[src/hdl/dpb_pkg.sv]
// dpb_pkg: shared types and constants of the depth pixel back-projection block
// register indexes, reset values, field widths, control structs
// no dependencies
`default_nettype none
package dpb_pkg;

    // field widths
    localparam int DIM_W      = 13;
    localparam int Q4_W       = 16;
    localparam int INV_W      = 24;
    localparam int DEPTH_W    = 16;
    localparam int COLOR_W    = 8;
    localparam int POINT_W    = 24;
    localparam int CFG_ADDR_W = 3;
    localparam int CFG_DATA_W = 24;
    localparam int IN_DATA_W  = 40;
    localparam int OUT_DATA_W = 88;

    // product carries 28 fraction bits (Q4 offset times Q24 reciprocal)
    localparam int ROUND_SHIFT = 28;
    localparam logic [ROUND_SHIFT-1:0] ROUND_HALF = 28'h8000000;

    localparam logic [POINT_W-1:0] SAT_POS     = 24'h7FFFFF;
    localparam logic [POINT_W-1:0] SAT_NEG     = 24'h800000;
    localparam logic [POINT_W:0]   SAT_NEG_MAG = 25'h0800000;

    // register indexes
    localparam logic [CFG_ADDR_W-1:0] REG_IMAGE_WIDTH     = 3'd0;
    localparam logic [CFG_ADDR_W-1:0] REG_IMAGE_HEIGHT    = 3'd1;
    localparam logic [CFG_ADDR_W-1:0] REG_CENTER_X_Q4     = 3'd2;
    localparam logic [CFG_ADDR_W-1:0] REG_CENTER_Y_Q4     = 3'd3;
    localparam logic [CFG_ADDR_W-1:0] REG_INV_FOCAL_X_Q24 = 3'd4;
    localparam logic [CFG_ADDR_W-1:0] REG_INV_FOCAL_Y_Q24 = 3'd5;
    localparam logic [CFG_ADDR_W-1:0] REG_MIN_DEPTH_MM    = 3'd6;
    localparam logic [CFG_ADDR_W-1:0] REG_MAX_DEPTH_MM    = 3'd7;

    // reset values
    localparam logic [DIM_W-1:0]   RST_IMAGE_WIDTH  = 13'd640;
    localparam logic [DIM_W-1:0]   RST_IMAGE_HEIGHT = 13'd480;
    localparam logic [Q4_W-1:0]    RST_CENTER_X_Q4  = 16'd5120;
    localparam logic [Q4_W-1:0]    RST_CENTER_Y_Q4  = 16'd3840;
    localparam logic [INV_W-1:0]   RST_INV_FOCAL    = 24'd33554;
    localparam logic [DEPTH_W-1:0] RST_MIN_DEPTH_MM = 16'd10;
    localparam logic [DEPTH_W-1:0] RST_MAX_DEPTH_MM = 16'd10000;

    typedef struct packed {
        logic [DIM_W-1:0]   image_width;
        logic [DIM_W-1:0]   image_height;
        logic [Q4_W-1:0]    center_x_q4;
        logic [Q4_W-1:0]    center_y_q4;
        logic [INV_W-1:0]   inv_focal_x_q24;
        logic [INV_W-1:0]   inv_focal_y_q24;
        logic [DEPTH_W-1:0] min_depth_mm;
        logic [DEPTH_W-1:0] max_depth_mm;
    } cfg_t;

    // controller to datapath
    typedef struct packed {
        logic capture;   // input transfer: advance counters, latch operands
        logic mul1;      // offset times depth
        logic mul2;      // partial products with the reciprocal
        logic sum;       // combine partials, take rounded magnitude
        logic load_out;  // saturate and fill the output register
    } cmd_t;

    // datapath to controller
    typedef struct packed {
        logic keep;      // pixel at the head of the input is on the grid and in range
    } stat_t;

endpackage
`default_nettype wire

[src/hdl/dpb_ctrl.sv]
// dpb_ctrl: sequencer of the back-projection datapath and owner of both handshakes
// depends on dpb_pkg
`default_nettype none
module dpb_ctrl (
    input  wire logic          aclk,
    input  wire logic          aresetn,
    input  wire logic          s_tvalid,
    output logic               s_tready,
    output logic               m_tvalid,
    input  wire logic          m_tready,
    input  wire dpb_pkg::stat_t stat,
    output dpb_pkg::cmd_t      cmd
);
    import dpb_pkg::*;

    localparam logic [2:0] S_IDLE = 3'd0;
    localparam logic [2:0] S_MUL1 = 3'd1;
    localparam logic [2:0] S_MUL2 = 3'd2;
    localparam logic [2:0] S_SUM  = 3'd3;
    localparam logic [2:0] S_OUT  = 3'd4;

    logic [2:0] state_reg, state_next;
    logic       m_valid_reg, m_valid_next;
    logic       out_free;

    assign s_tready = (state_reg == S_IDLE);
    assign m_tvalid = m_valid_reg;
    assign out_free = !m_valid_reg || m_tready;

    always_comb begin
        cmd          = '0;
        state_next   = state_reg;
        cmd.capture  = (state_reg == S_IDLE) && s_tvalid;
        case (state_reg)
            S_IDLE: begin
                if (s_tvalid && stat.keep) state_next = S_MUL1;
            end
            S_MUL1: begin
                cmd.mul1   = 1'b1;
                state_next = S_MUL2;
            end
            S_MUL2: begin
                cmd.mul2   = 1'b1;
                state_next = S_SUM;
            end
            S_SUM: begin
                cmd.sum    = 1'b1;
                state_next = S_OUT;
            end
            S_OUT: begin
                // wait here while the previous point is still not taken
                if (out_free) begin
                    cmd.load_out = 1'b1;
                    state_next   = S_IDLE;
                end
            end
            default: state_next = S_IDLE;
        endcase
    end

    always_comb begin
        if (cmd.load_out) m_valid_next = 1'b1;
        else if (m_tready) m_valid_next = 1'b0;
        else m_valid_next = m_valid_reg;
    end

    always_ff @(posedge aclk) begin
        if (!aresetn) begin
            state_reg   <= S_IDLE;
            m_valid_reg <= 1'b0;
        end else begin
            state_reg   <= state_next;
            m_valid_reg <= m_valid_next;
        end
    end

    a_keep_starts_work: assert property (@(posedge aclk) disable iff (!aresetn)
        (s_tvalid && s_tready && stat.keep) |=> (state_reg == S_MUL1))
        else $error("kept pixel did not start the datapath sequence");

    a_no_overwrite: assert property (@(posedge aclk) disable iff (!aresetn)
        cmd.load_out |-> (!m_valid_reg || m_tready))
        else $error("output register loaded over a point not yet transferred");

    a_mul2_after_mul1: assert property (@(posedge aclk) disable iff (!aresetn)
        (state_reg == S_MUL2) |-> ($past(state_reg) == S_MUL1))
        else $error("second multiply step entered out of order");

    a_valid_from_out: assert property (@(posedge aclk) disable iff (!aresetn)
        $rose(m_valid_reg) |-> ($past(state_reg) == S_OUT))
        else $error("result appeared without passing the output step");

endmodule
`default_nettype wire

[config.mk]
export PLATFORM = sky130hd
export DESIGN_NAME = dpb_ctrl
export DESIGN_NICKNAME = d
export VERILOG_FILES = /design/src/hdl/dpb_pkg.sv /design/src/hdl/dpb_ctrl.sv
export SDC_FILE = /design/constraint.sdc
export NUM_CORES = 1
export LEC_CHECK = 0
export BUFFER_PORTS_ARGS = -buffer_cell sky130_fd_sc_hd__buf_2
export CAP_MARGIN = 20
export CORE_AREA = 2 2 39 41
export DETAILED_ROUTE_END_ITERATION = 8
export DIE_AREA = 0 0 41 43
export MAX_ROUTING_LAYER = met4
export SLEW_MARGIN = 10
export SYNTH_ARGS = -nofsm -noshare
export SYNTH_HDL_FRONTEND = slang
export SYNTH_SLANG_ARGS = --single-unit
[constraint.sdc]
create_clock -name aclk -period 1.51 [get_ports aclk]
set_input_delay 0.2265 -clock aclk [delete_from_list [all_inputs] [get_ports aclk]]
set_output_delay 0.2265 -clock aclk [all_outputs]
set_load 0.01 [all_outputs]
==> metrics.yaml <==
sta:
  skew_ns: 0.00112
  final.setup.tns_ns: 0
  post-route-period-util_pct: 96.7
  tightest_slew_ns: 0.214
  slew_headroom_pct: 85.5
  setup_viol: 0
  maxSlewViolCount: 0
  layout_setup_ws_ns: 0.0502
  post-route-min-period_ns: 1.46
  fmax_mhz: 685
  finalHoldViolations: 0
  rsz0062_at_grt: "false"
synthesis:
  netlist_area_um2: 219
  synth_area_leaders: "dfxtp_1, nor3b_1, buf_4"
  ys_types: 15
  synthesis.nets: 26
  syn_inst: 21
  yosys_warnings: 0
  synth_area_leader_cell: "dfxtp_1"
  ys_ff_latch: 4
  seq_area_frac_synth_pct: 36.6
  postSynthAreaPerCell_um2: 10.4
  synth_top_area_share_pct: 36.6
global_route:
  grt_pass1_wl_um: 607
  first_global_vias: 161
  grt_antenna_before_repair: 0
  grt_max_degree: 8
  overflow: 0
  track_usage_pct: 5.96
clock_tree:
  cts_buffers: 3
  clock_latency_ns: 0.23
  root_buffer: "clkbuf_4"
  htreeDepth: 1
  cts_tree: "done"
  clk_pin_slew_ns: 0.04
  clock-sinks: 4
  clockBufferDepth: 2
critical_path:
  timing.critical_path.buf_inv: 1
  worst_setup_path_end_kind: "primary output"
  worst_path_max_delay_cell: "or3b_4"
  rr_startpoint: "state_reg[1]"
  startpoint_type: "flip-flop"
  critPathRequiredTime_ns: 1.28
  crit_fanout: 7
  crit_family: "simple AND/OR/NAND/NOR gates"
  critical_path.startpoint: "state_reg[1]"
  path_cells: "or3b_4, nor2b_1, buf_2"
  crit_path_max_incr_delay_ns: 0.42
  path_class: "reg -> out"
  arrival_ns: 1.23
job:
  drv_cap: 0
finish:
  n_antenna_cell: 0
  final_nets: 42
  final_util_pct: 23.5
  drive_above_1_share_pct: 65.7
  layout_commonest_cell: "buf_2"
  largest_reg_flops: 3
  layout_common_cells: "buf_2, nor3b_1, clkbuf_4"
  n_fill_cell: 157
  syn2layout_area_growth_pct: 48.6
power:
  peakVddDrop_v: 0.000174
  cellPowerDensity_nw_per_um2: 926
  leakagePower_nw: 0.140
routing:
  firstDrtPassIters: 2
  vias: 200
  vias_per_cell: 3.92
  drc: 0
  ant_nets: 0
  wirelength_um: 451
  avgRoutedWirePerCell_um: 8.84
  drt-initial-drc-count: 2
placed_design:
  dp_slack_ns: 0.203
  gp_congestion: 0.608
  portBuffers: 11
floorplan:
  core_um2: 1380
  io_pins: 12
  die_width_um: 41
  rows: 14
  die_area_um2: 1760
  start_util_pct: 15.8
  die_h_um: 43
worst_hold_path:
  min_from: "aresetn"
  min-delay-path-class: "in -> reg"
outcome:
  status: "finished clean"
## power breakdown
group	internal (mW)	total, mW	switching (mW)
clock	0.0887	0.129	0.0405
sequential	0.111	0.121	0.00999
combinational	0.0283	0.0509	0.0226
## cell families (layout without fill, tap and decap cells)
| logic type | after synthesis | count (layout) | share of synthesized area (%) |
|---|---|---|---|
| XOR/XNOR | 1 | 1 | 4.00 |
| AND/OR/NAND/NOR | 11 | 11 | 38.3 |
| flip-flops | 4 | 4 | 36.6 |
| AO/OA/AOI/OAI | 3 | 3 | 14.3 |
| buffers and inverters | 2 | 16 | 6.86 |
## cell type report
cell class	instances	area (um^2)	share of cell area (%)
clock buffers	3	22.5	6.92
multi-input cells	15	124	38.1
well taps	16	20.0	6.15
repair buffers	13	70.1	21.5
flip-flops and latches	4	88.8	27.3
## cell usage after synthesis
cell type,instances
dfxtp_1,4
nor3b_1,3
buf_4,2
a21boi_2,1
a21oi_1,1
and2_1,1
and3b_2,1
nand2b_1,1
nand3b_1,1
nor2b_1,1
nor3_1,1
nor4b_1,1
o2bb2ai_2,1
or3b_4,1
xnor2_1,1
## through the flow
stage | hold slack (ns) | cell area, um^2 | instances | total power, mW
final | 0.258 | 325 | 51 | 0.301
after global routing | 0.279 | 325 | 51 | 0.319
after CTS | 0.254 | 304 | 49 | 0.311
after detailed placement | 0.494 | 279 | 46 | 0.174
after global placement | 0.493 | 279 | 46 | 0.173
after floorplan | 0.334 | 219 | 21 | 0.152
## worst reg2reg max path, cell delays in order (launching register included)
cell	delay, ns
dfxtp_2	0.34
or3b_4	0.42
buf_4	0.14
o2bb2ai_2	0.11
## layer usage
layer | up-vias | GRT usage [%] | part of all wire, %
met2 | 5 | 6.88 | 49
met5 | - | - | 0
met4 | 0 | 6.00 | 0
met1 | 93 | 5.77 | 41
met3 | 0 | 4.71 | 9.3
li1 | 102 | - | -
## worst paths after layout
check                                    end  slack (ns)  depth (start not counted)
worst max-delay path                  cmd[0]        0.05                          3
worst min-delay path            state_reg[2]        0.26                          2
worst max register to register  state_reg[2]        0.42                          3
worst min register to register  state_reg[0]        0.47                          1
## repair_timing
item | CTS | global route
hold buffers | 0 | 0
setup buffers | 0 | 2
hold endpoints to repair | 0 | 0
resized for setup | 2 | 3
pin swaps | 0 | 1
setup endpoints to repair | 1 | 1
No activity file was read; power rests on OpenSTA's default activity.
